$ cat src/sv/tcw_pkg.sv
// Package for the text console writer: screen geometry, field widths,
// character codes, operation codes, the command passed front to back, and states.
// No dependencies.
package tcw_pkg;

   localparam int COLS = 80;
   localparam int ROWS = 25;
   localparam int CELLS = ROWS * COLS;

   localparam int FUNC_W = 3;
   localparam int CHAR_W = 8;
   localparam int ADDR_W = 11;
   localparam int LINES_W = 5;
   localparam int COL_W = 7;
   localparam int ROW_W = 5;
   localparam int CELL_W = 16;

   localparam int QUEUE_DEPTH = 2;
   localparam int QPTR_W = $clog2(QUEUE_DEPTH);
   localparam int QCNT_W = $clog2(QUEUE_DEPTH + 1);

   localparam logic [CHAR_W-1:0] CH_BS = 8'd8;
   localparam logic [CHAR_W-1:0] CH_TAB = 8'd9;
   localparam logic [CHAR_W-1:0] CH_LF = 8'd10;
   localparam logic [CHAR_W-1:0] CH_CR = 8'd13;
   localparam logic [CHAR_W-1:0] CH_BLANK = 8'h20;
   localparam logic [CHAR_W-1:0] CH_PRINT_LO = 8'd32;
   localparam logic [CHAR_W-1:0] CH_PRINT_HI = 8'd127;
   localparam logic [COL_W:0] TAB_MASK = ~(COL_W + 1)'(7);
   localparam logic [CELL_W-1:0] RESET_CELL = 16'h0720;
   localparam logic [CHAR_W-1:0] FILL_RESET = 8'd7;

   typedef enum logic [FUNC_W-1:0] {
      FN_PUT = 3'd0,
      FN_READ = 3'd1,
      FN_CLEAR = 3'd2,
      FN_SCROLL = 3'd3,
      FN_CURSOR = 3'd4
   } func_type;

   typedef struct packed {
      logic wr_en;
      logic [ADDR_W-1:0] wr_addr;
      logic [CELL_W-1:0] wr_data;
      logic rd_en;
      logic [ADDR_W-1:0] rd_addr;
      logic [LINES_W-1:0] shift_n;
      logic [COL_W-1:0] cur_col;
      logic [ROW_W-1:0] cur_row;
      logic [ADDR_W-1:0] cur_pos;
   } cmd_type;

   typedef enum logic [2:0] {
      BK_INIT,
      BK_IDLE,
      BK_COPY_RD,
      BK_COPY_WR,
      BK_FILL,
      BK_DONE
   } bk_state_type;

endpackage

$ cat src/sv/tcw_queue.sv
// Short command queue between the front and back ends.
// Depends on tcw_pkg.
module tcw_queue (
   input logic clock,
   input logic reset,
   input logic push,
   input tcw_pkg::cmd_type push_data,
   input logic pop,
   output tcw_pkg::cmd_type head,
   output logic full,
   output logic empty
);
   import tcw_pkg::*;

   cmd_type slot_ff [QUEUE_DEPTH];
   logic [QPTR_W-1:0] wr_ptr_ff;
   logic [QPTR_W-1:0] wr_ptr_in;
   logic [QPTR_W-1:0] rd_ptr_ff;
   logic [QPTR_W-1:0] rd_ptr_in;
   logic [QCNT_W-1:0] count_ff;
   logic [QCNT_W-1:0] count_in;

   assign full = (count_ff == QCNT_W'(QUEUE_DEPTH));
   assign empty = (count_ff == '0);
   assign head = slot_ff[rd_ptr_ff];

   always_comb begin
      wr_ptr_in = push ? wr_ptr_ff + 1'b1 : wr_ptr_ff;
      rd_ptr_in = pop ? rd_ptr_ff + 1'b1 : rd_ptr_ff;
      count_in = count_ff;
      if (push && !pop) begin
         count_in = count_ff + 1'b1;
      end else if (pop && !push) begin
         count_in = count_ff - 1'b1;
      end
   end

   always_ff @(posedge clock) begin
      if (reset) begin
         wr_ptr_ff <= '0;
         rd_ptr_ff <= '0;
         count_ff <= '0;
      end else begin
         wr_ptr_ff <= wr_ptr_in;
         rd_ptr_ff <= rd_ptr_in;
         count_ff <= count_in;
      end
   end

   always_ff @(posedge clock) begin
      if (push) begin
         slot_ff[wr_ptr_ff] <= push_data;
      end
   end

endmodule

$ cat config.mk
export PLATFORM = sky130hd
export DESIGN_NAME = tcw_queue
export DESIGN_NICKNAME = d
export VERILOG_FILES = /design/src/sv/tcw_pkg.sv /design/src/sv/tcw_queue.sv
export SDC_FILE = /design/constraint.sdc
export NUM_CORES = 1
export LEC_CHECK = 0
export ABC_AREA = 0
export BUFFER_PORTS_ARGS = -buffer_cell sky130_fd_sc_hd__buf_2
export CAP_MARGIN = 0
export CORE_ASPECT_RATIO = 0.75
export CORE_MARGIN = 1
export CORE_UTILIZATION = 30
export CTS_CLUSTER_DIAMETER = 30
export DETAILED_ROUTE_END_ITERATION = 12
export PLACE_DENSITY_LB_ADDON = 0.12
export REMOVE_ABC_BUFFERS = 1
export SLEW_MARGIN = 10
export SYNTH_ARGS = -nofsm -noshare
export SYNTH_HDL_FRONTEND = slang
export SYNTH_SLANG_ARGS = --single-unit
$ cat constraint.sdc
create_clock -name clock -period 12.4 [get_ports clock]
set_input_delay 1.24 -clock clock [delete_from_list [all_inputs] [get_ports clock]]
set_output_delay 1.24 -clock clock [all_outputs]
set_load 0.01 [all_outputs]
==> results.json, run 1 <==
{
  "synthDistinctLibCells": 17,
  "io_pins": 142,
  "worst_pin_slew_ns": 1.07,
  "drive_gt1_frac": 0.600,
  "ant_nets": 0,
  "synth.avg_cell_area_um2": 22.2,
  "holdPathStages": 2,
  "skew_ns": 0.00377,
  "via_per_inst": 4.25,
  "port_buffers": 141,
  "htreeDepth": 4,
  "synth_seq_area_share": 0.804,
  "slew_headroom": 0.284,
  "p_seq_frac": 0.495,
  "cap_violations": 0,
  "cts-root-buf": "clkbuf_16",
  "start_util": 0.308,
  "pwr-share-clk": 0.411,
  "rows": 41,
  "path_clk_slew_ns": 0.06,
  "antenna_found_initial": 2,
  "hold_viol": 0,
  "rsz0062_at_grt": "false",
  "r2r_cells": 1,
  "drc": 0,
  "final_nets": 460,
  "p_sw_frac": 0.218,
  "die_w_um": 154,
  "grt_overflow": 0,
  "synth-seq-cells": 141,
  "wl_um": 9450,
  "ir_drop_uv": 87.3,
  "cts.path.max_buffers": 2,
  "grt_max_degree": 69,
  "place_ws_ns": 9.43,
  "postLayoutSetupSlackWorst_ns": 9.07,
  "dp_hpwl_um": 5630,
  "cts_buffers": 17,
  "clkSinkCount": 141,
  "synth_area_leaders": "edfxtp_1 (78%), mux2_2 (10%), mux2_4 (5.8%)",
  "p_per_area_mw_per_mm2": 173,
  "cts_tree": "built",
  "wire_per_inst_um": 15.4,
  "fin_crit_sh": 0.268,
  "synthDominantCellAreaShare": 0.785,
  "core_area_mm2": 0.0169,
  "place_area_mm2": 0.00613,
  "grt_pass1_wl_um": 14400,
  "tns_ns": 0,
  "ys.warnings.count": 0,
  "netSwitchingPower_uw": 252,
  "netlist_area_mm2": 0.00520,
  "required_ns": 11.16,
  "syn_inst": 234,
  "clkLatencyLatePin_ns": 0.41,
  "final_common_cell": "buf_2",
  "comb_power_share": 0.093,
  "die_h_um": 116,
  "post_cts_resized": 0,
  "end_kind": "output port",
  "crit_fanout": 68,
  "worst_ep_arrival_time_ns": 2.09,
  "crit_path_start_kind": "flop",
  "yosysTopAreaCell": "edfxtp_1",
  "hold_class": "reg2reg",
  "period_minus_slack_ns": 3.33,
  "finalSetupViolCount": 0,
  "final_area_mm2": 0.00668,
  "fmax_ghz": 0.300,
  "slew_violations": 0,
  "grt_pass1_vias": 2776,
  "cts_setup_buffers": 0,
  "grt_usage": 0.113,
  "firstDrtPassIters": 4,
  "fillCellCount": 1536,
  "hold_buffers": 0,
  "vias": 2611,
  "gp_congestion": 0.679,
  "mostFrequentLayoutCells": "buf_2 (141), edfxtp_1 (136), mux2_2 (48), mux2_4 (20), clkbuf_16 (17)",
  "n_antenna_cell": 0,
  "p_leak_uw": 0.00253,
  "reg2reg_slack_ns": 10.76,
  "drt_iter0_drc": 120,
  "critPathKind": "reg2out",
  "die-area_mm2": 0.0179,
  "status": "finished, final reports clean",
  "p_int_uw": 905,
  "syn2layout_area_growth_pct": 28.4
}
-- cells in the mapped netlist (all sizes together) --
cell type,count
ha,1
buf,8
o21ai,1
dfxtp,5
nor2b,2
and2,1
a21oi,1
xor2,2
xnor2,2
edfxtp,136
mux2,68
nor2,5
inv,1
or3,1
-- cell families (layout without fill, tap and decap cells) --
kind of cell,Yosys count,in the layout,share of synthesized area
DFF,141,141,0.804
xor gates and xnor gates,4,4,0.00674
AOI/OAI and AO/OA,2,2,0.00192
adders and majority gates,1,1,0.00240
and+or+nand+nor,9,9,0.00842
buffers and inverters,9,175,0.0147
muxes,68,68,0.162
-- worst max-delay path, stage by stage, from the launching register on --
cell     delay, ns
dfxtp_4       1.05
mux2_2        0.44
buf_2         0.14
-- flip-flops by register name, summed over array words and instances, names as in the netlist, named ones only --
name and flops:
slot_ff 136, count_ff 2, rd_ptr_ff 1, wr_ptr_ff 1
-- power by group through the flow --
stage	logic, uW	clock network, uW	registers, uW
global placement	109	0	583
detailed placement	111	0	584
global route	118	513	577
CTS	111	491	574
floorplan	64.2	0	580
finish	108	476	573
-- layout make-up --
type | instances | area, um2 | area share
clock buffer | 18 | 429 | 0.0642
clock inverter | 14 | 126 | 0.0189
tap | 215 | 269 | 0.0403
multi-input combinational | 84 | 952 | 0.143
timing repair buffer | 142 | 713 | 0.107
inverter | 1 | 3.75 | 0.000562
sequential | 141 | 4190 | 0.627
-- stage by stage --
step	utilization	hold slack, ns	power, uW	instances
global placement	0.363	0.478	692	583
detailed placement	0.363	0.508	695	583
finish	0.396	0.511	1160	615
floorplan	-	0.461	644	226
CTS	0.396	0.517	1180	615
global route	0.396	0.551	1210	615
-- per-layer routing --
metal / global-route usage / vias up / share of wire
met5: 0 / - / 0.0029
met2: 0.170 / 98 / 0.44
met3: 0.0565 / 18 / 0.082
li1: - / 1228 / -
met1: 0.136 / 1263 / 0.46
met4: 0.0560 / 4 / 0.017
-- worst paths after layout --
path | from | to
setup reg to reg | wr_ptr_ff$_SDFFE_PP0P_ | slot_ff[1][58]$_DFFE_PP_
hold reg to reg | count_ff[1]$_SDFFE_PP0P_ | count_ff[1]$_SDFFE_PP0P_
hold / removal | count_ff[1]$_SDFFE_PP0P_ | count_ff[1]$_SDFFE_PP0P_
setup / recovery | flop | head[58]
No activity file was read; power rests on OpenSTA's default activity.
==> run 2, diff against run 1 <==
- clock period: 12.4 -> 3.4 ns (I/O delays scaled with it)
==> results.json, run 2 (synthesis results as in run 1) <==
{
  "io_pins": 142,
  "r2r_cells": 1,
  "die-area_mm2": 0.0179,
  "vias": 2625,
  "final_common_cell": "buf_2",
  "via_per_inst": 4.26,
  "cts_setup_buffers": 0,
  "ir_drop_uv": 289,
  "gp_congestion": 0.684,
  "rows": 41,
  "start_util": 0.308,
  "grt_pass1_vias": 2824,
  "port_buffers": 141,
  "fin_crit_sh": 0.692,
  "place_ws_ns": 1.41,
  "grt_pass1_wl_um": 15000,
  "ant_nets": 0,
  "antenna_found_initial": 3,
  "status": "finished, final reports clean",
  "die_w_um": 154,
  "die_h_um": 116,
  "drt_iter0_drc": 79,
  "postLayoutSetupSlackWorst_ns": 1.05,
  "reg2reg_from": "wr_ptr_ff$_SDFFE_PP0P_",
  "crit_path_start_kind": "flop",
  "post_cts_resized": 0,
  "skew_ns": 0.00702,
  "grt_max_degree": 69,
  "critPathKind": "reg2out",
  "dp_hpwl_um": 5900,
  "p_leak_uw": 0.00256,
  "fin_cells": 616,
  "wire_per_inst_um": 15.9,
  "cts_tree": "built",
  "rr_endpoint": "slot_ff[1][35]$_DFFE_PP_",
  "rsz0062_at_grt": "false",
  "final_area_mm2": 0.00677,
  "holdPathStages": 1,
  "syn2layout_area_growth_pct": 30.0,
  "drive_gt1_frac": 0.608,
  "cap_violations": 0,
  "regMostFlops": "slot_ff",
  "wl_um": 9790,
  "cts_buffers": 17,
  "slew_violations": 0,
  "period_minus_slack_ns": 2.35,
  "path_clk_slew_ns": 0.06,
  "min-delay-start": "push_data[2]",
  "core_area_mm2": 0.0169,
  "hold_buffers": 0,
  "fmax_ghz": 0.425,
  "clkSinkCount": 141,
  "slew_headroom": 0.331,
  "reg2reg_slack_ns": 1.74,
  "drc": 0,
  "n_antenna_cell": 0,
  "cts.path.max_buffers": 2,
  "placed_cells": 584,
  "worst_ep_arrival_time_ns": 2.01,
  "hold_class": "in2reg",
  "multi_input_area_um2": 952,
  "clkLatencyLatePin_ns": 0.41,
  "htreeDepth": 4,
  "end_kind": "output port",
  "fillCellCount": 1589,
  "utilization": 0.401,
  "final_nets": 461,
  "grt_overflow": 0,
  "place_area_mm2": 0.00615,
  "hold_path_end": "slot_ff[0][2]$_DFFE_PP_",
  "cts-root-buf": "clkbuf_16",
  "crit_fanout": 36,
  "p_per_area_mw_per_mm2": 654,
  "top_regs": "slot_ff x136, count_ff x2",
  "firstDrtPassIters": 4,
  "required_ns": 3.06,
  "worst_pin_slew_ns": 1.00,
  "grt_usage": 0.117,
  "finalSetupViolCount": 0,
  "hold_viol": 0,
  "largest_register_ffs": 136,
  "seqCellArea_mm2": 0.00419,
  "mostFrequentLayoutCells": "buf_2 (141), edfxtp_1 (136), mux2_2 (48), mux2_4 (20), clkbuf_16 (17)"
}
[run 2: changes by cell type in the layout (fill, tap and decap cells not counted), sizes merged]
cell      before  now
buf          142  143
bufinv         2    4
clkbuf        18   17
clkinv         8    5
clkinvlp       3    4
inv            2    3
[run 2: worst max-delay path by stage]
| stage | from | to | slack [ns] | depth (start not counted) |
|---|---|---|---|---|
| finish | flop | head[24] | 1.05 | 3 |
| floorplan | wr_ptr_ff$_SDFFE_PP0P_ | slot_ff[0][0]$_DFFE_PP_ | -0.45 | 1 |
| global route | flop | head[47] | 0.91 | 3 |
| global placement | flop | head[50] | 1.45 | 3 |
| CTS | flop | head[18] | 0.95 | 3 |
| detailed placement | flop | head[18] | 1.41 | 3 |
[run 2: layout make-up]
| type | count | share of cell area |
|---|---|---|
| Multi-Input combinational cell | 84 | 0.141 |
| Timing Repair Buffer | 143 | 0.108 |
| Tap cell | 215 | 0.0398 |
| Clock buffer | 17 | 0.0629 |
| Inverter | 1 | 0.000555 |
| Sequential cell | 141 | 0.619 |
| Clock inverter | 15 | 0.0287 |
[run 2: report_power, final]
group	leakage (uW)	internal [uW]	total, uW	switching, uW
Sequential	0.00132	2030	2070	44.4
Clock	0.000291	1220	1930	710
Combinational	0.000955	209	415	206
[run 2: layer usage]
metal | track usage | routed length (um) | vias up
li1 | - | - | 1227
met1 | 0.142 | 4420 | 1270
met2 | 0.172 | 4290 | 104
met3 | 0.0632 | 888 | 18
met4 | 0.0560 | 153 | 6
met5 | 0 | 37 | -
[run 2: metrics by stage]
step                TNS (ns)  power (uW)  hold WS (ns)
floorplan             -30.71        2350         0.409
global placement           0        2530         0.481
detailed placement         0        2540         0.492
CTS                        0        4500        0.0804
global route               0        4610        0.0815
finish                     0        4420         0.109
[run 2: worst max-delay path, cell delays in order (launching register included)]
cell     delay [ns]
dfxtp_4        0.72
buf_12         0.31
mux2_2         0.39
buf_2          0.14
