[config.mk]
export PLATFORM = sky130hd
export DESIGN_NAME = tcw_front_flat
export DESIGN_NICKNAME = d
export VERILOG_FILES = /design/src/sv/tcw_pkg.sv /design/src/sv/tcw_if.sv /design/src/sv/tcw_front.sv /design/src/flat_wrapper.sv
export SDC_FILE = /design/constraint.sdc
export NUM_CORES = 1
export LEC_CHECK = 0
export BUFFER_PORTS_ARGS = -buffer_cell sky130_fd_sc_hd__buf_4
export CAP_MARGIN = 20
export CORE_MARGIN = 5
export CORE_UTILIZATION = 54
export CTS_BUF_LIST = sky130_fd_sc_hd__clkbuf_16
export DETAILED_ROUTE_END_ITERATION = 10
export HOLD_SLACK_MARGIN = 0.06
export PLACE_DENSITY = 0.87
export SYNTH_ARGS = -nofsm -noshare
export SYNTH_HDL_FRONTEND = slang
export SYNTH_SLANG_ARGS = --single-unit
[constraint.sdc]
create_clock -name clock -period 18.1 [get_ports clock]
set_input_delay 3.62 -clock clock [delete_from_list [all_inputs] [get_ports clock]]
set_output_delay 3.62 -clock clock [all_outputs]
set_load 0.02 [all_outputs]
[src/sv/tcw_pkg.sv]
// Package for the text console writer: screen geometry, field widths,
// character codes, operation codes, the command passed front to back, and states.
// No dependencies.
package tcw_pkg;

   localparam int COLS = 80;
   localparam int ROWS = 25;
   localparam int CELLS = ROWS * COLS;

   localparam int FUNC_W = 3;
   localparam int CHAR_W = 8;
   localparam int ADDR_W = 11;
   localparam int LINES_W = 5;
   localparam int COL_W = 7;
   localparam int ROW_W = 5;
   localparam int CELL_W = 16;

   localparam int QUEUE_DEPTH = 2;
   localparam int QPTR_W = $clog2(QUEUE_DEPTH);
   localparam int QCNT_W = $clog2(QUEUE_DEPTH + 1);

   localparam logic [CHAR_W-1:0] CH_BS = 8'd8;
   localparam logic [CHAR_W-1:0] CH_TAB = 8'd9;
   localparam logic [CHAR_W-1:0] CH_LF = 8'd10;
   localparam logic [CHAR_W-1:0] CH_CR = 8'd13;
   localparam logic [CHAR_W-1:0] CH_BLANK = 8'h20;
   localparam logic [CHAR_W-1:0] CH_PRINT_LO = 8'd32;
   localparam logic [CHAR_W-1:0] CH_PRINT_HI = 8'd127;
   localparam logic [COL_W:0] TAB_MASK = ~(COL_W + 1)'(7);
   localparam logic [CELL_W-1:0] RESET_CELL = 16'h0720;
   localparam logic [CHAR_W-1:0] FILL_RESET = 8'd7;

   typedef enum logic [FUNC_W-1:0] {
      FN_PUT = 3'd0,
      FN_READ = 3'd1,
      FN_CLEAR = 3'd2,
      FN_SCROLL = 3'd3,
      FN_CURSOR = 3'd4
   } func_type;

   typedef struct packed {
      logic wr_en;
      logic [ADDR_W-1:0] wr_addr;
      logic [CELL_W-1:0] wr_data;
      logic rd_en;
      logic [ADDR_W-1:0] rd_addr;
      logic [LINES_W-1:0] shift_n;
      logic [COL_W-1:0] cur_col;
      logic [ROW_W-1:0] cur_row;
      logic [ADDR_W-1:0] cur_pos;
   } cmd_type;

   typedef enum logic [2:0] {
      BK_INIT,
      BK_IDLE,
      BK_COPY_RD,
      BK_COPY_WR,
      BK_FILL,
      BK_DONE
   } bk_state_type;

endpackage

[src/sv/tcw_if.sv]
// Channel interfaces of the text console writer: request, response and
// configuration write, each with valid, ready and its payload. Depends on tcw_pkg.
interface tcw_req_if;
   logic valid;
   logic ready;
   logic [tcw_pkg::FUNC_W-1:0] func;
   logic [tcw_pkg::CHAR_W-1:0] char_code;
   logic [tcw_pkg::CHAR_W-1:0] char_color;
   logic [tcw_pkg::ADDR_W-1:0] cell_index;
   logic [tcw_pkg::LINES_W-1:0] scroll_lines;
   logic [tcw_pkg::COL_W-1:0] new_col;
   logic [tcw_pkg::ROW_W-1:0] new_row;

   modport source (output valid, func, char_code, char_color, cell_index, scroll_lines,
                   new_col, new_row, input ready);
   modport sink (input valid, func, char_code, char_color, cell_index, scroll_lines,
                 new_col, new_row, output ready);
endinterface


[src/sv/tcw_front.sv]
// Front end: accepts request beats, keeps the cursor and turns each request
// into one cell-store command for the back end. Depends on tcw_pkg and tcw_if.
module tcw_front (
   input logic clock,
   input logic reset,
   tcw_req_if.sink req_chan,
   input logic init_busy,
   input logic q_full,
   output logic q_push,
   output tcw_pkg::cmd_type q_data
);
   import tcw_pkg::*;

   logic [COL_W-1:0] col_ff;
   logic [COL_W-1:0] col_in;
   logic [ROW_W-1:0] row_ff;
   logic [ROW_W-1:0] row_in;
   logic [COL_W:0] col_nx;
   logic [ROW_W:0] row_nx;
   logic [ADDR_W-1:0] base;
   logic [LINES_W-1:0] lines_c;
   cmd_type cmd;

   assign req_chan.ready = !q_full && !init_busy;
   assign q_push = req_chan.valid && req_chan.ready;
   assign q_data = cmd;

   always_ff @(posedge clock) begin
      if (reset) begin
         col_ff <= '0;
         row_ff <= '0;
      end else begin
         col_ff <= col_in;
         row_ff <= row_in;
      end
   end

   always_comb begin
      base = ADDR_W'(row_ff * COLS);
      col_nx = {1'b0, col_ff};
      row_nx = {1'b0, row_ff};
      lines_c = '0;
      cmd = '0;
      case (req_chan.func)
         FN_PUT: begin
            if (req_chan.char_code == CH_LF) begin
               col_nx = '0;
               row_nx = row_nx + 1'b1;
            end else if (req_chan.char_code == CH_CR) begin
               col_nx = '0;
            end else if (req_chan.char_code == CH_TAB) begin
               col_nx = (col_nx + (COL_W + 1)'(8)) & TAB_MASK;
            end else if (req_chan.char_code == CH_BS) begin
               if (col_ff != '0) begin
                  col_nx = col_nx - 1'b1;
                  cmd.wr_en = 1'b1;
                  cmd.wr_addr = base + ADDR_W'(col_ff) - 1'b1;
                  cmd.wr_data = {req_chan.char_color, CH_BLANK};
               end
            end else if (req_chan.char_code inside {[CH_PRINT_LO:CH_PRINT_HI]}) begin
               col_nx = col_nx + 1'b1;
               cmd.wr_en = 1'b1;
               cmd.wr_addr = base + ADDR_W'(col_ff);
               cmd.wr_data = {req_chan.char_color, req_chan.char_code};
            end
            if (col_nx >= (COL_W + 1)'(COLS)) begin
               col_nx = '0;
               row_nx = row_nx + 1'b1;
            end
            if (row_nx >= (ROW_W + 1)'(ROWS)) begin
               cmd.shift_n = LINES_W'(1);
               row_nx = (ROW_W + 1)'(ROWS - 1);
            end
         end
         FN_READ: begin
            if (req_chan.cell_index < ADDR_W'(CELLS)) begin
               cmd.rd_en = 1'b1;
               cmd.rd_addr = req_chan.cell_index;
            end
         end
         FN_CLEAR: begin
            cmd.shift_n = LINES_W'(ROWS);
            col_nx = '0;
            row_nx = '0;
         end
         FN_SCROLL: begin
            lines_c = (req_chan.scroll_lines > LINES_W'(ROWS)) ? LINES_W'(ROWS)
                                                               : req_chan.scroll_lines;
            cmd.shift_n = lines_c;
            row_nx = (row_ff >= ROW_W'(lines_c)) ? {1'b0, row_ff - ROW_W'(lines_c)} : '0;
         end
         FN_CURSOR: begin
            col_nx = (req_chan.new_col >= COL_W'(COLS)) ? (COL_W + 1)'(COLS - 1)
                                                       : {1'b0, req_chan.new_col};
            row_nx = (req_chan.new_row >= ROW_W'(ROWS)) ? (ROW_W + 1)'(ROWS - 1)
                                                       : {1'b0, req_chan.new_row};
         end
         default: begin
         end
      endcase
      cmd.cur_col = col_nx[COL_W-1:0];
      cmd.cur_row = row_nx[ROW_W-1:0];
      cmd.cur_pos = ADDR_W'(row_nx * COLS) + ADDR_W'(col_nx);
      col_in = col_ff;
      row_in = row_ff;
      if (q_push) begin
         col_in = col_nx[COL_W-1:0];
         row_in = row_nx[ROW_W-1:0];
      end
   end

endmodule

[src/flat_wrapper.sv]
// flat-port wrapper written by rule: the top's interface ports become plain ports
module tcw_front_flat import tcw_pkg::*;
  (clock, reset, init_busy, q_full, q_push, q_data, req_chan_valid, req_chan_func, req_chan_char_code, req_chan_char_color, req_chan_cell_index, req_chan_scroll_lines, req_chan_new_col, req_chan_new_row, req_chan_ready);
  tcw_req_if req_chan_i ();
  input logic clock;
  input logic reset;
  input logic init_busy;
  input logic q_full;
  output logic q_push;
  output tcw_pkg::cmd_type q_data;
  input wire logic [$bits(req_chan_i.valid)-1:0] req_chan_valid;
  input wire logic [$bits(req_chan_i.func)-1:0] req_chan_func;
  input wire logic [$bits(req_chan_i.char_code)-1:0] req_chan_char_code;
  input wire logic [$bits(req_chan_i.char_color)-1:0] req_chan_char_color;
  input wire logic [$bits(req_chan_i.cell_index)-1:0] req_chan_cell_index;
  input wire logic [$bits(req_chan_i.scroll_lines)-1:0] req_chan_scroll_lines;
  input wire logic [$bits(req_chan_i.new_col)-1:0] req_chan_new_col;
  input wire logic [$bits(req_chan_i.new_row)-1:0] req_chan_new_row;
  output wire logic [$bits(req_chan_i.ready)-1:0] req_chan_ready;
  assign req_chan_i.valid = req_chan_valid;
  assign req_chan_i.func = req_chan_func;
  assign req_chan_i.char_code = req_chan_char_code;
  assign req_chan_i.char_color = req_chan_char_color;
  assign req_chan_i.cell_index = req_chan_cell_index;
  assign req_chan_i.scroll_lines = req_chan_scroll_lines;
  assign req_chan_i.new_col = req_chan_new_col;
  assign req_chan_i.new_row = req_chan_new_row;
  assign req_chan_ready = req_chan_i.ready;
  tcw_front u_core (.clock(clock), .reset(reset), .req_chan(req_chan_i), .init_busy(init_busy), .q_full(q_full), .q_push(q_push), .q_data(q_data));
endmodule
==> reports/qor.csv <==
stage,metric,value,unit
pwr,maximum vdd drop,0.0000530,V
synthesis,Post-Syn Area,3240,µm²
routing,Routed WL,9.98,mm
synthesis,"EDFF count, synth",0,
setup_path,critical path type,in2out,
setup_path,Worst EP arrival,9.07,ns
floorplanning,std cell rows,28,
routing,Routed Antenna Nets,0,
setup_path,CP bufs+invs,3,
place,PortBufs,120,
setup_path,worst endpoint required time,14.48,ns
timing,Clock Skews,0.00407,ns
clock_network,number of CTS-inserted buffers,3,
global_routing,first-pass GRT wire length,16.3,mm
timing,final worst-path cycle share,70.1,%
run,max cap viols,0,
clock_network,CTS tree,built,
clock_network,CTS max path bufs,2,
floorplanning,Initial Util,55.1,%
synthesis,post-synthesis sequential area ratio,7.41,%
synthesis,Yosys reg bits,12,
timing,min Tclk post-route,12.69,ns
timing,Setup-failing EPs final,0,
routing,DRT iter0 DRCs,343,
synthesis,Syn Area/Cell,7.00,µm²
setup_path,Slowest cell on crit path,nor4_4,
global_routing,total grt overflow,0,
layout,Multi-input gate area,2820,µm²
clock_network,later-pin clock latency in the skew report,0.24,ns
synthesis,Synth Flop Type,dfxtp_1,
pwr,Sw Share,41.6,%
setup_path,Crit path max-delay family,simple AND/OR/NAND/NOR gates,
timing,RSZ-0062 raised after global routing,false,
floorplanning,die area,7650,µm²
pwr,P_leak,1.95,nW
layout,nets,659,
setup_path,crit path launch type,primary input,
clock_network,cts hold-fix bufs,0,
global_routing,initial antenna violation count,0,
global_routing,vias in the first global route,3698,
routing,Vias,3909,
layout,Reg area,240,µm²
layout,antenna fix cells,0,
pwr,clock share of power,24.3,%
global_routing,maximum number of pins on one net before global-route repair,17,
floorplanning,core region area,5890,µm²
synthesis,Synth Instances,463,
pwr,Net Switching,0.0700,mW
pwr,sequential power share,19.1,%
status,status,finished clean,
pwr,PD cells,39.9,nW/µm²
timing,final hold violation count,0,
routing,via density per instance,6.10,
global_routing,GRT Util Overall,25.4,%
clock_network,H-tree levels,1,
clock_network,Root Buffer,clkbuf_16,
timing,Achievable Freq,78.8,MHz
floorplanning,Ports,122,
timing,"Slew Viols, Final",0,
routing,DR DRC count,0,
timing,measured slew at the worst slew-check pin,0.814,ns
layout,layout cells sized above 1,24.6,%
place,DP Wirelength,8.31,mm
clock_network,CTS Sinks,12,
layout,Fill cells,505,
clock_network,Post-CTS Setup Bufs,0,
layout,fin util,71.6,%
setup_path,slowest cell delay on critical path,0.50,ns
layout,Layout area overhead,30.0,%
place,gpl congestion,0.954,
timing,Slew HR,45.3,%
timing,Setup TNS,0,ns
routing,DR WL/cell,15.6,µm
setup_path,CP dominant cell by count,ha_1,
setup_path,Crit Path Max Fanout,10,
clock_network,Clock transition at path regs,0.04,ns
pwr,P_int,0.0983,mW
synthesis,Synth cell types,71,
setup_path,CP Cell Sequence,buf_4 -> nor4_4 -> and3_1 -> xnor2_1 -> ha_1 -> xor2_1 -> nor3_1 -> a31oi_1 -> or2_2 -> mux2i_1 -> o211ai_1 -> a21oi_1 -> ha_1 -> ha_1 -> inv_1 -> fa_1 -> nor3_1 -> xnor2_1 -> nor2_1 -> and2_1 -> a2111oi_0 -> o311ai_1 -> buf_4,
setup_path,crit end category,primary output,
floorplanning,Die Span X,87.5,µm
clock_network,post_cts resized,0,
synthesis,Synthesis Warnings,0,
floorplanning,Die Y,87.5,µm
synthesis,async set-reset flop share out of synthesis,0,%
pwr,Comb power frac,56.6,%
routing,first-pass iteration count of the detailed router,5,
min_path,HP Class,reg2reg,
-- metrics by stage --
| stage | hold slack, ns | setup slack [ns] | area [µm²] | std cells | total power [mW] |
|---|---|---|---|---|---|
| 5_1_grt | 0.678 | 4.95 | 4210 | 641 | 0.178 |
| 3_5_place_dp | 0.647 | 5.41 | 4130 | 637 | 0.126 |
| 3_3_place_gp | 0.636 | 5.68 | 4130 | 637 | 0.124 |
| 2_1_floorplan | 0.564 | 5.94 | 3250 | 465 | 0.0927 |
| 4_1_cts | 0.659 | 5.43 | 4210 | 641 | 0.167 |
| 6_report | 0.663 | 5.41 | 4210 | 641 | 0.168 |
-- cell type report --
class                      instances  share of cell area (%)
inverter                          20                    1.78
clock inverter                     1                  0.0891
multi-input combinational        410                    67.0
timing repair buffer             120                    21.4
clock buffer                       3                    1.78
sequential                        12                    5.70
tap                               75                    2.23
-- worst register-to-register path, cell delays in order (launching register included) --
cell and delay [ns]:
dfxtp_1 0.39, inv_1 0.19, ha_1 0.22, or3b_1 0.54, o31ai_1 0.27, o211ai_1 0.14
a31oi_2 0.30, a21o_4 0.17, nand2_4 0.10, o41ai_1 0.70, nor2_1 0.10, a211oi_1 0.24
-- cell usage in the layout, fill, tap and decap left out, types with 4 or more instances in the layout --
cell	n
fa_1	5
a22oi_1	5
nand4_1	5
nand2_1	39
inv_1	18
ha_1	35
nor3_1	16
xnor2_1	21
a311oi_1	4
nand3_1	15
o31a_1	4
o211ai_1	8
buf_4	120
nor4_1	7
o21ai_0	22
a211oi_1	8
dfxtp_1	12
nor2_1	57
and2_1	27
a31oi_1	4
xor2_1	14
and3_1	5
a21oi_1	29
a21o_1	12
nand2b_1	4
nor2b_1	4
-- metal layers --
| layer | track usage (%) | vias to the layer above | wire (µm) |
|---|---|---|---|
| met5 | 0 | - | 0 |
| met1 | 32.2 | 1778 | 4170 |
| met2 | 44.1 | 218 | 4680 |
| met4 | 6.28 | 0 | 165 |
| li1 | - | 1893 | - |
| met3 | 4.45 | 20 | 965 |
-- sequential cells by signal, summed over array words and instances (netlist names) --
name           count
u_core.col_ff      7
u_core.row_ff      5
-- synthesized netlist by cell type (all sizes together) (4+ instances only) --
library cell	count	area, µm²
nor2	57	214
nand2	41	164
ha	35	438
a21oi	29	145
and2	27	169
o21ai	23	115
xnor2	21	184
inv	19	71.3
nor3	16	80.1
nand3	15	75.1
xor2	14	123
a21o	13	105
clkbuf	13	48.8
dfxtp	12	240
a211oi	10	85.1
buf	10	61.3
nor4	8	65.1
o211ai	8	60.1
a31oi	6	58.8
a22oi	5	37.5
and3	5	31.3
fa	5	100
nand4	5	31.3
a311oi	4	35.0
nand2b	4	25.0
nor2b	4	25.0
o311ai	4	35.0
o31a	4	35.0
or3	4	30.0
-- kinds of logic (layout without fill, tap and decap cells) --
group	count (synthesis)	in the layout	share of synthesized area, %
AND/OR/NAND/NOR	203	203	32.5
other	1	3	0.116
AO/OA/AOI/OAI	126	126	27.2
XOR/XNOR	35	35	9.46
adder cells (fa/ha/maj)	40	40	16.6
multiplexers	3	3	0.965
flip-flops	12	12	7.41
buffers and inverters	43	144	5.71
-- power by group through the flow --
stage          logic [mW]  clock network [mW]  registers, mW
6_report           0.0952              0.0409         0.0321
5_1_grt             0.104              0.0419         0.0325
4_1_cts            0.0948              0.0407         0.0320
3_5_place_dp       0.0940                   0         0.0324
3_3_place_gp       0.0918                   0         0.0323
2_1_floorplan      0.0629                   0         0.0298
-- worst paths after layout --
kind | start | endpoint | slack, ns | cells past startpoint
worst min-delay path | u_core.row_ff[4] | u_core.row_ff[4] | 0.66 | 2
worst min register to register | u_core.row_ff[4] | u_core.row_ff[4] | 0.66 | 2
worst max register to register | u_core.col_ff[1] | u_core.col_ff[4] | 14.65 | 11
worst max-delay path | req_chan_char_code[4] | q_data[10] | 5.41 | 23
Power figures use the tool's default switching activity.
